**src/hdl/mdio_pkg.sv**
```systemverilog
// ----------------------------------------------------------------------------
// MDIO management master package
// Shared types, command codes and frame helpers for the MDIO master.
// ----------------------------------------------------------------------------
package mdio_pkg;

	localparam int PREAMBLE_BITS = 32;
	localparam int FRAME_BITS    = 32;
	localparam int CNT_W         = 6;
	localparam int HALF_W        = 16;
	localparam int CFG_AW        = 3;

	typedef enum logic [CFG_AW-3:0] {
		REG_HALF_PERIOD = 1'b0
	} reg_idx_t;

	typedef enum logic [2:0] {
		CMD_TICK      = 3'd0,
		CMD_C22_READ  = 3'd1,
		CMD_C22_WRITE = 3'd2,
		CMD_C45_READ  = 3'd3,
		CMD_C45_WRITE = 3'd4
	} cmd_t;

	typedef enum logic [1:0] {
		PH_IDLE  = 2'd0,
		PH_PRE   = 2'd1,
		PH_FRAME = 2'd2,
		PH_TRAIL = 2'd3
	} phase_t;

	// Start and opcode nibbles of the five frame kinds.
	localparam logic [3:0] STOP_C22_READ  = 4'h6;
	localparam logic [3:0] STOP_C22_WRITE = 4'h5;
	localparam logic [3:0] STOP_C45_ADDR  = 4'h0;
	localparam logic [3:0] STOP_C45_READ  = 4'h3;
	localparam logic [3:0] STOP_C45_WRITE = 4'h1;
	localparam logic [1:0] TA_WRITE       = 2'b10;

	// Bit of a frame that marks a read opcode.
	localparam int READ_BIT = 29;

	typedef struct packed {
		logic [2:0]  command;
		logic [4:0]  port_address;
		logic [4:0]  dev_or_reg;
		logic [15:0] reg_address;
		logic [15:0] write_value;
		logic        mdio_in;
	} req_t;

	typedef struct packed {
		logic        mdc;
		logic        mdio_out;
		logic        mdio_drive;
		logic        busy_res;
		logic [15:0] read_data;
		logic        read_valid;
	} res_t;

	function automatic logic [FRAME_BITS-1:0] make_frame(
		input logic [3:0]  st_op,
		input logic [4:0]  pa,
		input logic [4:0]  ra,
		input logic [15:0] data
	);
		return {st_op, pa, ra, TA_WRITE, data};
	endfunction

endpackage

```
**src/hdl/mdio_req_if.sv**
```systemverilog
// ----------------------------------------------------------------------------
// MDIO request channel
// Valid/ready channel carrying one request or tick word.
// ----------------------------------------------------------------------------
interface mdio_req_if;
	import mdio_pkg::*;

	logic valid;
	logic ready;
	req_t data;

	modport source (output valid, output data, input ready);
	modport sink (input valid, input data, output ready);
endinterface

```
**src/hdl/mdio_res_if.sv**
```systemverilog
// ----------------------------------------------------------------------------
// MDIO result channel
// Valid/ready channel carrying one line-state word per request word.
// ----------------------------------------------------------------------------
interface mdio_res_if;
	import mdio_pkg::*;

	logic valid;
	logic ready;
	res_t data;

	modport source (output valid, output data, input ready);
	modport sink (input valid, input data, output ready);
endinterface

```
**src/hdl/mdio_management_master_unit.sv**
```systemverilog
// ----------------------------------------------------------------------------
// MDIO management master
// Clause 22 / clause 45 MDIO frame generator stepped by tick words.
// ----------------------------------------------------------------------------
// Channel   Dir  Handshake          Word
// req       in   valid/ready        command, addresses, write value, mdio_in
// res       out  valid/ready        mdc, mdio_out, mdio_drive, busy, read data
// apb       in   psel/penable       half_period_ticks at byte address 0
//
// Each request word is applied and its result word is registered at the same
// edge; a new word is taken every cycle while the result is taken.
// The output register is the only buffer: req.ready drops only while a result
// waits and res.ready is low.
// Reset puts MDC high, MDIO released and the block idle; read data clears.
// ----------------------------------------------------------------------------
module mdio_management_master_unit
	import mdio_pkg::*;
(
	input  logic                clk,
	input  logic                arst_n,
	mdio_req_if.sink            req,
	mdio_res_if.source          res,
	input  logic                psel,
	input  logic                penable,
	input  logic                pwrite,
	input  logic [CFG_AW-1:0]   paddr,
	input  logic [31:0]         pwdata,
	output logic [31:0]         prdata,
	output logic                pready
);

	// Configuration
	logic [HALF_W-1:0] half_q;
	logic              cfg_sel;

	assign pready  = 1'b1;
	assign cfg_sel = (reg_idx_t'(paddr[CFG_AW-1:2]) == REG_HALF_PERIOD);

	always_ff @(posedge clk or negedge arst_n) begin
		if (!arst_n) begin
			half_q <= HALF_W'(2);
		end else if (psel && penable && pwrite && pready && cfg_sel) begin
			half_q <= pwdata[HALF_W-1:0];
		end
	end

	always_comb begin
		prdata = '0;
		if (cfg_sel) begin
			prdata = {{(32-HALF_W){1'b0}}, half_q};
		end
	end

	// Frame state
	phase_t                phase_q, phase_n;
	logic [CNT_W-1:0]      bcnt_q, bcnt_n;
	logic [FRAME_BITS-1:0] frame_q, frame_n;
	logic [FRAME_BITS-1:0] saved_q, saved_n;
	logic [15:0]           dshift_q, dshift_n;
	logic [HALF_W-1:0]     div_q, div_n;
	logic                  clk_lvl_q, clk_lvl_n;
	logic                  pend_q, pend_n;
	logic [15:0]           rdata_q, rdata_n;
	logic                  rvalid_n;

	logic                  out_valid_q;
	res_t                  out_q;
	res_t                  res_n;
	logic                  accept;

	assign req.ready = !out_valid_q || res.ready;
	assign accept    = req.valid && req.ready;
	assign res.valid = out_valid_q;
	assign res.data  = out_q;

	logic [HALF_W-1:0] half_eff;
	logic [HALF_W-1:0] div_inc;
	logic [CNT_W-1:0]  bcnt_inc;
	logic              is_read;
	logic              cmd_req;
	cmd_t              cmd;

	assign cmd      = cmd_t'(req.data.command);
	assign half_eff = (half_q == '0) ? HALF_W'(1) : half_q;
	assign div_inc  = div_q + HALF_W'(1);
	assign bcnt_inc = bcnt_q + CNT_W'(1);
	assign is_read  = frame_q[READ_BIT];

	always_comb begin
		cmd_req = 1'b0;
		case (cmd)
			CMD_C22_READ, CMD_C22_WRITE, CMD_C45_READ, CMD_C45_WRITE: cmd_req = 1'b1;
			default: cmd_req = 1'b0;
		endcase
	end

	// Next state for one word.
	always_comb begin
		phase_n   = phase_q;
		bcnt_n    = bcnt_q;
		frame_n   = frame_q;
		saved_n   = saved_q;
		dshift_n  = dshift_q;
		div_n     = div_q;
		clk_lvl_n = clk_lvl_q;
		pend_n    = pend_q;
		rdata_n   = rdata_q;
		rvalid_n  = 1'b0;

		if (phase_q == PH_IDLE) begin
			if (cmd_req) begin
				pend_n = 1'b0;
				case (cmd)
					CMD_C22_READ: begin
						frame_n = make_frame(STOP_C22_READ, req.data.port_address,
							req.data.dev_or_reg, 16'h0000);
					end
					CMD_C22_WRITE: begin
						frame_n = make_frame(STOP_C22_WRITE, req.data.port_address,
							req.data.dev_or_reg, req.data.write_value);
					end
					CMD_C45_READ: begin
						frame_n = make_frame(STOP_C45_ADDR, req.data.port_address,
							req.data.dev_or_reg, req.data.reg_address);
						saved_n = make_frame(STOP_C45_READ, req.data.port_address,
							req.data.dev_or_reg, 16'h0000);
						pend_n  = 1'b1;
					end
					default: begin
						frame_n = make_frame(STOP_C45_ADDR, req.data.port_address,
							req.data.dev_or_reg, req.data.reg_address);
						saved_n = make_frame(STOP_C45_WRITE, req.data.port_address,
							req.data.dev_or_reg, req.data.write_value);
						pend_n  = 1'b1;
					end
				endcase
				phase_n   = PH_PRE;
				bcnt_n    = '0;
				div_n     = '0;
				clk_lvl_n = 1'b0;
				dshift_n  = '0;
			end
		end else if (cmd == CMD_TICK) begin
			if (div_inc >= half_eff) begin
				div_n = '0;
				if (!clk_lvl_q) begin
					clk_lvl_n = 1'b1;
				end else begin
					// End of a bit period. Read data is sampled for frame bits 15..30.
					if (phase_q == PH_FRAME && is_read && bcnt_q >= CNT_W'(15)
						&& bcnt_q <= CNT_W'(30)) begin
						dshift_n = {dshift_q[14:0], req.data.mdio_in};
					end
					bcnt_n = bcnt_inc;
					case (phase_q)
						PH_PRE: begin
							if (bcnt_inc >= CNT_W'(PREAMBLE_BITS)) begin
								phase_n = PH_FRAME;
								bcnt_n  = '0;
							end
							clk_lvl_n = 1'b0;
						end
						PH_FRAME: begin
							if (bcnt_inc >= CNT_W'(FRAME_BITS)) begin
								phase_n = PH_TRAIL;
								bcnt_n  = '0;
							end
							clk_lvl_n = 1'b0;
						end
						default: begin
							if (is_read) begin
								rdata_n  = dshift_q;
								rvalid_n = 1'b1;
							end
							if (pend_q) begin
								pend_n    = 1'b0;
								frame_n   = saved_q;
								phase_n   = PH_PRE;
								bcnt_n    = '0;
								div_n     = '0;
								clk_lvl_n = 1'b0;
								dshift_n  = '0;
							end else begin
								phase_n   = PH_IDLE;
								bcnt_n    = '0;
								clk_lvl_n = 1'b1;
							end
						end
					endcase
				end
			end else begin
				div_n = div_inc;
			end
		end
	end

	// Line levels after the word is applied.
	always_comb begin
		res_n.mdc        = clk_lvl_n;
		res_n.busy_res   = (phase_n != PH_IDLE);
		res_n.read_data  = rdata_n;
		res_n.read_valid = rvalid_n;
		case (phase_n)
			PH_IDLE: begin
				res_n.mdio_out   = 1'b1;
				res_n.mdio_drive = 1'b0;
			end
			PH_PRE: begin
				res_n.mdio_out   = 1'b1;
				res_n.mdio_drive = 1'b1;
			end
			PH_FRAME: begin
				// A read frame releases the line from the turnaround on.
				if (frame_n[READ_BIT] && bcnt_n >= CNT_W'(14)) begin
					res_n.mdio_out   = 1'b1;
					res_n.mdio_drive = 1'b0;
				end else begin
					res_n.mdio_out   = frame_n[~bcnt_n[4:0]];
					res_n.mdio_drive = 1'b1;
				end
			end
			default: begin
				res_n.mdio_out   = 1'b1;
				res_n.mdio_drive = !frame_n[READ_BIT];
			end
		endcase
	end

	always_ff @(posedge clk or negedge arst_n) begin
		if (!arst_n) begin
			phase_q   <= PH_IDLE;
			bcnt_q    <= '0;
			frame_q   <= '0;
			saved_q   <= '0;
			dshift_q  <= '0;
			div_q     <= '0;
			clk_lvl_q <= 1'b1;
			pend_q    <= 1'b0;
			rdata_q   <= '0;
		end else if (accept) begin
			phase_q   <= phase_n;
			bcnt_q    <= bcnt_n;
			frame_q   <= frame_n;
			saved_q   <= saved_n;
			dshift_q  <= dshift_n;
			div_q     <= div_n;
			clk_lvl_q <= clk_lvl_n;
			pend_q    <= pend_n;
			rdata_q   <= rdata_n;
		end
	end

	always_ff @(posedge clk or negedge arst_n) begin
		if (!arst_n) begin
			out_valid_q <= 1'b0;
		end else if (accept) begin
			out_valid_q <= 1'b1;
		end else if (res.ready) begin
			out_valid_q <= 1'b0;
		end
	end

	always_ff @(posedge clk) begin
		if (accept) begin
			out_q <= res_n;
		end
	end

	// Checks
	a_idle_mdc_high: assert property (@(posedge clk) disable iff (!arst_n)
		(phase_q == PH_IDLE) |-> clk_lvl_q)
		else $error("MDC low while idle");

	a_pend_busy: assert property (@(posedge clk) disable iff (!arst_n)
		pend_q |-> (phase_q != PH_IDLE))
		else $error("second frame pending while idle");

	a_accept_loads: assert property (@(posedge clk) disable iff (!arst_n)
		accept |=> out_valid_q)
		else $error("accepted word produced no result");

	a_released_high: assert property (@(posedge clk) disable iff (!arst_n)
		(out_valid_q && !out_q.mdio_drive) |-> out_q.mdio_out)
		else $error("released line not reported high");

	a_read_valid_state: assert property (@(posedge clk) disable iff (!arst_n)
		(accept && rvalid_n) |=> (rdata_q == out_q.read_data))
		else $error("read data not held after completion");

endmodule

```
**src/flat_wrapper.sv**
```systemverilog
// flat-port wrapper written by rule: the top's interface ports become plain ports
module mdio_management_master_unit_flat import mdio_pkg::*;
  (clk, arst_n, psel, penable, pwrite, paddr, pwdata, prdata, pready, req_valid, req_data, req_ready, res_valid, res_data, res_ready);
  mdio_req_if req_i ();
  mdio_res_if res_i ();
  input  logic clk;
  input  logic arst_n;
  input  logic psel;
  input  logic penable;
  input  logic pwrite;
  input  logic [CFG_AW-1:0] paddr;
  input  logic [31:0] pwdata;
  output logic [31:0] prdata;
  output logic pready;
  input wire logic [$bits(req_i.valid)-1:0] req_valid;
  input wire logic [$bits(req_i.data)-1:0] req_data;
  output wire logic [$bits(req_i.ready)-1:0] req_ready;
  output wire logic [$bits(res_i.valid)-1:0] res_valid;
  output wire logic [$bits(res_i.data)-1:0] res_data;
  input wire logic [$bits(res_i.ready)-1:0] res_ready;
  assign req_i.valid = req_valid;
  assign req_i.data = req_data;
  assign req_ready = req_i.ready;
  assign res_valid = res_i.valid;
  assign res_data = res_i.data;
  assign res_i.ready = res_ready;
  mdio_management_master_unit u_core (.clk(clk), .arst_n(arst_n), .req(req_i), .res(res_i), .psel(psel), .penable(penable), .pwrite(pwrite), .paddr(paddr), .pwdata(pwdata), .prdata(prdata), .pready(pready));
endmodule
```
**config.mk**
```make
export PLATFORM = sky130hd
export DESIGN_NAME = mdio_management_master_unit_flat
export DESIGN_NICKNAME = d
export VERILOG_FILES = /design/src/hdl/mdio_pkg.sv /design/src/hdl/mdio_req_if.sv /design/src/hdl/mdio_res_if.sv /design/src/hdl/mdio_management_master_unit.sv /design/src/flat_wrapper.sv
export SDC_FILE = /design/constraint.sdc
export NUM_CORES = 1
export LEC_CHECK = 0
export BUFFER_PORTS_ARGS = -buffer_cell sky130_fd_sc_hd__buf_2
export CAP_MARGIN = 40
export CORE_UTILIZATION = 55
export DETAILED_ROUTE_END_ITERATION = 10
export PLACE_DENSITY = 0.82
export SLEW_MARGIN = 20
export SYNTH_ARGS = -nofsm -noshare
export SYNTH_HDL_FRONTEND = slang
export SYNTH_SLANG_ARGS = --single-unit
export TNS_END_PERCENT = 50
```
**constraint.sdc**
```tcl
create_clock -name clk -period 6.9 [get_ports clk]
set_input_delay 1.38 -clock clk [delete_from_list [all_inputs] [get_ports clk]]
set_output_delay 1.38 -clock clk [all_outputs]
set_load 0.03 [all_outputs]
```
After elaboration in Yosys (flattened, before gate mapping)
Cells that the tools add are included.
Storage, ports and cells
  register bits: 160
Operators by class
  $add $sub $neg: 2
  $lt $le $gt $ge: 6
  equality and inequality tests: 10
  mux-type cells: 66
  bitwise gates (word level): 6
  reduce and logical (&&, ||, !) cells: 28
Operators by type and width (number)
  $mux W16: 19
  $mux W32: 7
  $pmux W32 S2: 1
  $pmux W31 S2: 1
  $mux W6: 7
  $mux W1: 20
  $add A16 B1 Y16 const B: 1
  $ge A16 B16 Y1: 1
  $logic_not A16 Y1: 1
  $mux W2: 8
  $ge A6 B4 Y1 const B: 2
  $reduce_bool A2 Y1: 5
  $logic_and A1 B1 Y1: 8
  $add A6 B1 Y6 const B: 1
  $eq A3 B2 Y1 const B: 2
  $ge A6 B6 Y1 const B: 1
  $le A6 B5 Y1 const B: 1
  $lt A5 B6 Y1 const B: 1
  $pmux W2 S3: 1
  $reduce_and A6 Y1: 1
  $reduce_or A6 Y1: 1
  $bmux W1 S5: 1
  $not A1 Y1: 5
  $not A5 Y5: 1
  other kinds (15): 21

Longest topological paths before layout
Gate-level depths: netlist (run 1).
  word-level depth: 13
  gate-level depth with buffers: 22
  depth with buffers taken out: 18

Worst setup path before layout (run 1)
Ideal clock, no wire load.
  path type: register to register
  from: register u_core.div_q[0]
  to: register u_core.out_q, in the netlist u_core.res.data[19], data pin
  arrival: 4.110 ns
  slack: 2.517 ns
  stages on the path, launching flop included: 21
  buffers on the path: 3
  clock period less this slack: 4.383 ns
  cell sequence: dfrtp_1 -> nand3_1 -> nor2_1 -> and3_1 -> clkbuf_1 -> and3_1 -> clkbuf_1 -> and3_1 -> xor2_1 -> ha_1 -> and4_1 -> a221o_1 -> or3_4 -> buf_6 -> and4_4 -> a21oi_2 -> o21a_2 -> nor2_1 -> a221o_1 -> a211oi_2 -> o211ai_1
RTL lines
  start: declaration: line mdio_management_master_unit.sv:60  | logic [HALF_W-1:0] div_q, div_n;
  start signal: assignment: line mdio_management_master_unit.sv:246  | div_q <= div_n;
  end signal: assignment: line mdio_management_master_unit.sv:265  | out_q <= res_n;
  end: declaration: line mdio_management_master_unit.sv:67  | res_t out_q;

==> metrics.cfg, run 1 <==
[sta]
rsz0062_at_grt=false
fin_skew_ps=9.78
slew_violations=0
max_clock_freq_ghz=0.186
finalHoldViolCount=0
min_period_ps=5360
setup_violations=0
maxSlewHeadroom=0.487
setup_tns_ps=0
period_share=0.777
hold_ws_ps=470
max_slew.worst_pin.slew_ps=769

[power_and_ir_drop]
pwr-share-clk=0.339
power_density_nw_per_um2=272
p_int_w=0.00190
swShare=0.331
switchingPower_w=0.000937
p_leak_nw=5.12
ir_worst_vdd_v=0.000215
comb_power_share=0.235
pwr-share-seq=0.426

[setup_path]
cp-end-kind=flip-flop
max_stage_delay_ps=530
crit_type=flip-flop to flip-flop
worstPathRequired_ps=7040
worstRegToRegCells=18
crit_family=simple AND/OR/NAND/NOR gates
cp_slowest_cell=or3_4
critPathArrivalTime_ps=5510
timing.critical_path.mode_cell=nand3_1
cp_cell_sequence=ha_1 -> nand3_1 -> nor2_1 -> and3_1 -> nand3_1 -> xnor2_1 -> ha_1 -> a21oi_1 -> nand2_1 -> a221o_1 -> or3_4 -> and3_4 -> o22ai_4 -> nand3_1 -> a2111oi_0 -> a211oi_1 -> nand4_1 -> o211ai_1
path_buf_inv=0
cp-start-kind=flip-flop
cp_num_cells=18
critical_path.max_fanout=16

[floorplan]
io_pins=144
initial_core_util=0.570
core_um2=16100
die-area_um2=17200
die_x_um=131
rows=46
die_height_um=131

[clock_tree]
root_buffer=clkbuf_16
cts_setup_buffers=0
postCtsHoldBufs=0
clock-sinks=156
cts_resized=0
clk_latency_ps=430
cts_tree=yes
clock_path_buffers=2
cts_max_level=4
clk_pin_slew_ps=70
cts_buffers=17

[logic_synthesis]
avgSynthCellArea_um2=9.03
synth_flop_cell=dfrtp_1
synth_edf_count=21
synth.distinct_cells=73
synth_area_um2=9190
synth_warnings=0
ys_top_cells_by_area=dfrtp_1 (36%), nand2_1 (8.2%), edfxtp_1 (6.9%), mux2i_1 (5.2%), mux2_2 (4.3%)
synth_top_cell_by_area=dfrtp_1
synth_seq_area_share=0.437
async_reset_ff_frac=0.865
synth_top_area_frac=0.362
synthCells=1018
ys_ff_latch=156

[status]
status=completed

[final_layout]
multi_input_area_um2=4730
diodes=0
mostFrequentLayoutCells=nand2_1 (199), dfrtp_1 (133), buf_2 (107)
fill_cells=1343
num-nets-final=1205
seq_area_um2=4010
syn_to_final_growth_pct=13.5
drive_gt1_frac=0.193
layout_commonest_cell=nand2_1

[route]
avgRoutedWirePerCell_um=16.6
vias_per_cell=5.91
drt_drc_violations_left=0
via_count=7813
ant_nets=0
drt_iter0_drc=617
route.final.wire_length_um=22000
first_pass_iters=5

[global_routing]
overflow=0
grt_pass1_wl_um=37000
grt_max_degree=66
track_usage=0.265
antenna_found_initial=0
grt_pass1_vias=7541

[placement]
gp_congestion=0.840
portBuffers=108
hpwl_um=14300

[run]
cap_violations=0

[min_path]
worstHoldPathType=flip-flop to flip-flop
whs_path_depth=2

-- layout make-up --
type | instances | area share
clock buffers | 18 | 0.0411
inverters | 24 | 0.00864
repair buffers | 123 | 0.0685
multi-input cells | 772 | 0.454
flip-flops and latches | 156 | 0.385
clock inverters | 14 | 0.0174
well taps | 216 | 0.0259
-- layer usage --
metal / track usage / routed length (um)
met1: 0.355 / 9670
met2: 0.426 / 10600
met3: 0.0459 / 1220
met4: 0.107 / 448
met5: 0 / 0
-- metrics by stage --
step	total power [W]	utilization	instance area [um2]	setup slack, ps	cells
3_5_place_dp	0.00188	0.609	9810	1690	1290
5_1_grt	0.00299	0.647	10400	1200	1323
4_1_cts	0.00284	0.647	10400	1590	1322
6_report	0.00283	0.647	10400	1540	1323
3_3_place_gp	0.00184	0.603	9720	1730	1286
2_1_floorplan	0.00169	-	9240	2520	1033
-- worst paths after layout --
check / start / to / slack, ps
max: u_core.div_q[0] / u_core.res.data[19] / 1540
min: u_core.saved_q[4] / u_core.saved_q[4] / 470
max reg2reg: u_core.div_q[0] / u_core.res.data[19] / 1540
min reg2reg: u_core.saved_q[4] / u_core.saved_q[4] / 470
max in group asynchronous: arst_n / u_core.clk_lvl_q / 4860
min in group asynchronous: arst_n / u_core.saved_q[6] / 920
-- cell usage after synthesis, types with 3 or more instances --
library cell    n
a211oi_1        4
a21oi_1        35
a22o_1         19
a22oi_1        21
a31oi_1        11
and2_1          5
and3_1         10
buf_1           7
buf_2          10
buf_4          21
clkbuf_1       40
dfrtp_1       133
edfxtp_1       21
ha_1           23
inv_1          22
mux2_2         35
mux2i_1        48
nand2_1       200
nand2b_1       13
nand3_1        43
nand4b_1        3
nor2_1         96
nor2b_1        16
nor3_1         10
nor4_1          3
o211ai_1        7
o21a_1          3
o21ai_0        53
o21ai_1         4
o221ai_1        4
o22ai_1        20
o31ai_1         7
or3_1           3
xnor2_1        10
xor2_1          8
-- registers in the layout, indices dropped and copies added (netlist names) --
name / flops
u_core.frame_q: 32
u_core.clk_lvl_q: 1
u_core.rdata_q: 16
u_core.pend_q: 1
u_core.res.valid: 1
u_core.saved_q: 28
u_core.div_q: 16
u_core.dshift_q: 16
u_core.half_q: 16
u_core.bcnt_q: 6
u_core.phase_q: 2
u_core.res.data: 21
-- power groups by stage --
stage / Clock (W) / Sequential, W / Combinational [W]
final: 0.000961 / 0.00121 / 0.000665
after global routing: 0.00102 / 0.00123 / 0.000746
after CTS: 0.000975 / 0.00120 / 0.000663
after detailed placement: 0 / 0.00122 / 0.000659
after global placement: 0 / 0.00121 / 0.000632
after floorplan: 0 / 0.00120 / 0.000495
-- cells by family (layout without fill, tap and decap cells) --
family / after synthesis / count (layout) / share of synthesized area
AO/OA/AOI/OAI: 217 / 217 / 0.162
XOR/XNOR: 18 / 18 / 0.0172
adder cells (fa/ha/maj): 23 / 23 / 0.0313
buffers and inverters: 105 / 179 / 0.0557
flip-flops: 156 / 156 / 0.437
multiplexers: 83 / 83 / 0.0952
other: 2 / 17 / 0.000817
AND/OR/NAND/NOR: 414 / 414 / 0.201
-- tightest hold or removal path: stages (launching register included) --
cell and delay, ps:
dfrtp_1 340, nand2_1 50, nand2_1 50
No activity file was read; power rests on OpenSTA's default activity.
==> run 2, diff against run 1 <==
==> constraint.sdc (replaced) <==
create_clock -name clk -period 5.4 [get_ports clk]
set_input_delay 1.08 -clock clk [delete_from_list [all_inputs] [get_ports clk]]
set_output_delay 1.08 -clock clk [all_outputs]
set_load 0.03 [all_outputs]
==> metrics.cfg, run 2 (synthesis results as in run 1) <==
[min_path]
min_to=u_core.rdata_q[5]  ; was u_core.saved_q[4]
worstHoldPathType=flip-flop to flip-flop  ; unchanged
worstHoldStart=u_core.rdata_q[5]  ; was u_core.saved_q[4]
whs_path_depth=2  ; unchanged

[run]
cap_violations=0  ; unchanged

[global_routing]
overflow=0  ; unchanged
track_usage=0.274  ; was 0.265
grt_pass1_vias=7411  ; was 7541
antenna_found_initial=0  ; unchanged
grt_max_degree=68  ; was 66
grt_pass1_wl_um=37800  ; was 37000 um

[route]
route.final.wire_length_um=22900  ; was 22000 um
drt_iter0_drc=718  ; was 617
first_pass_iters=6  ; was 5
avgRoutedWirePerCell_um=17.3  ; was 16.6 um
drt_drc_violations_left=0  ; unchanged
via_count=7799  ; was 7813
ant_nets=0  ; unchanged
vias_per_cell=5.88  ; was 5.91

[final_layout]
mostFrequentLayoutCells=nand2_1 (199), dfrtp_1 (133), buf_2 (107)  ; unchanged
finish.utilization=0.647  ; unchanged
num-nets-final=1208  ; was 1205
top_register=u_core.frame_q  ; unchanged
drive_gt1_frac=0.197  ; was 0.193
layout_commonest_cell=nand2_1  ; unchanged
syn_to_final_growth_pct=13.5  ; unchanged
largest_register_ffs=32  ; unchanged
diodes=0  ; unchanged

[floorplan]
initial_core_util=0.570  ; unchanged
die_height_um=131  ; unchanged
core_um2=16100  ; unchanged
io_pins=144  ; unchanged
rows=46  ; unchanged
die-area_um2=17200  ; unchanged
die_x_um=131  ; unchanged

[status]
status=completed  ; unchanged

[setup_path]
max_stage_delay_ps=530  ; about the same
crit_type=flip-flop to flip-flop  ; unchanged
cp-start-kind=flip-flop  ; unchanged
worst_r2r_endpoint=u_core.res.data[19]  ; unchanged
reg2reg_slack_ps=310  ; was 1540 ps
cp-startpoint=u_core.div_q[0]  ; unchanged
worstPathRequired_ps=5550  ; was 7040 ps
critical_path.max_fanout=16  ; unchanged
path_buf_inv=0  ; unchanged
timing.critical_path.mode_cell=and3_1  ; was nand3_1
critPathArrivalTime_ps=5250  ; was 5510 ps
cp_cell_sequence=nand3_1 -> nor2_1 -> and3_1 -> and3_1 -> and3_1 -> xor2_1 -> ha_1 -> and4_1 -> a221o_1 -> or3_4 -> and2_2 -> o22ai_1 -> nand3_1 -> a2111oi_0 -> a211oi_1 -> nand4_1 -> o211ai_1  ; was ha_1 -> nand3_1 -> nor2_1 -> and3_1 -> nand3_1 -> xnor2_1 -> ha_1 -> a21oi_1 -> nand2_1 -> a221o_1 -> or3_4 -> and3_4 -> o22ai_4 -> nand3_1 -> a2111oi_0 -> a211oi_1 -> nand4_1 -> o211ai_1
crit_family=simple AND/OR/NAND/NOR gates  ; unchanged
cp-end-kind=flip-flop  ; unchanged
worstRegToRegCells=17  ; was 18
cp_slowest_cell=or3_4  ; unchanged
reg2reg_from=u_core.div_q[0]  ; unchanged

[sta]
period_share=0.943  ; was 0.777
maxSlewHeadroom=0.511  ; was 0.487
max_clock_freq_ghz=0.196  ; was 0.186 GHz
min_period_ps=5090  ; was 5360 ps
setup_tns_ps=0  ; unchanged
finalHoldViolCount=0  ; unchanged
max_slew.worst_pin.slew_ps=732  ; was 769 ps
fin_skew_ps=7.70  ; was 9.78 ps
slew_violations=0  ; unchanged
setup_violations=0  ; unchanged
rsz0062_at_grt=false  ; unchanged

[power_and_ir_drop]
switchingPower_w=0.00120  ; was 0.000937 W
comb_power_share=0.232  ; was 0.235
p_leak_nw=5.12  ; about the same
pwr-share-seq=0.421  ; was 0.426
power_density_nw_per_um2=352  ; was 272 nW/um2
p_int_w=0.00247  ; was 0.00190 W
swShare=0.327  ; was 0.331
pwr-share-clk=0.347  ; was 0.339
ir_worst_vdd_v=0.000254  ; was 0.000215 V

[clock_tree]
postCtsHoldBufs=0  ; unchanged
cts_max_level=4  ; unchanged
clk_pin_slew_ps=60  ; was 70 ps
clk_latency_ps=430  ; about the same
cts_buffers=17  ; unchanged
clock-sinks=156  ; unchanged
clock_path_buffers=2  ; unchanged
cts_tree=yes  ; unchanged
root_buffer=clkbuf_16  ; unchanged

[placement]
gp_congestion=0.834  ; was 0.840
portBuffers=108  ; unchanged
hpwl_um=14700  ; was 14300 um

[run 2: changes by cell type in the layout (fill, tap and decap cells not counted), moves of 2 or more]
cell        delta
buf_4          +6
clkinv_4       -3
clkinv_8       -2
clkinvlp_4     +2
inv_6          +2
[run 2: per-stage QoR]
step	area [um2]	hold WS [ps]	cells	setup WS (ps)	power [W]
2_1_floorplan	9240	438	1033	1020	0.00216
3_3_place_gp	9770	449	1292	514	0.00236
3_5_place_dp	9800	456	1293	433	0.00240
4_1_cts	10400	470	1325	308	0.00367
5_1_grt	10400	491	1326	77.2	0.00385
6_report	10400	474	1326	308	0.00367
[run 2: layout make-up]
| class | count | area, um2 |
|---|---|---|
| tap | 216 | 270 |
| clock inverter | 14 | 179 |
| fill | 1310 | 5690 |
| clock buffer | 18 | 439 |
| multi-input combinational | 772 | 4730 |
| sequential | 156 | 4010 |
| inverter | 24 | 90.1 |
| timing repair buffer | 126 | 706 |
[run 2: power groups by stage]
stage	sequential, W	combinational (W)	clock (W)
floorplan	0.00153	0.000633	0
global placement	0.00155	0.000810	0
detailed placement	0.00156	0.000842	0
CTS	0.00154	0.000848	0.00128
global route	0.00157	0.000949	0.00134
finish	0.00155	0.000853	0.00127
[run 2: worst max-delay path by stage]
stage                                to  slack [ps]  depth (start not counted)
floorplan           u_core.res.data[19]        1020                         20
global route         u_core.dshift_q[1]          80                         17
detailed placement  u_core.res.data[19]         430                         17
finish              u_core.res.data[19]         310                         17
CTS                 u_core.res.data[19]         310                         17
global placement    u_core.res.data[19]         510                         17
[run 2: what timing repair did]
item                                    4_1_cts  5_1_grt
setup buffers                                 0        0
endpoints found under the setup margin        0        1
hold endpoints to repair                      0        0
gates resized for setup                       0        1
[run 2: layer usage]
metal  wire length (um)  track usage  vias to the layer above
li1                   -            -                     3695
met1              10000        0.365                     3758
met2              11100        0.446                      298
met3               1360       0.0475                       48
met4                471        0.103                        0
met5                  0            0                        -
[run 2: worst min-delay path, delay by kind of cell, from the launching register on]
family	cells	cell delay, ps
DFF	1	340
and+or+nand+nor	2	100
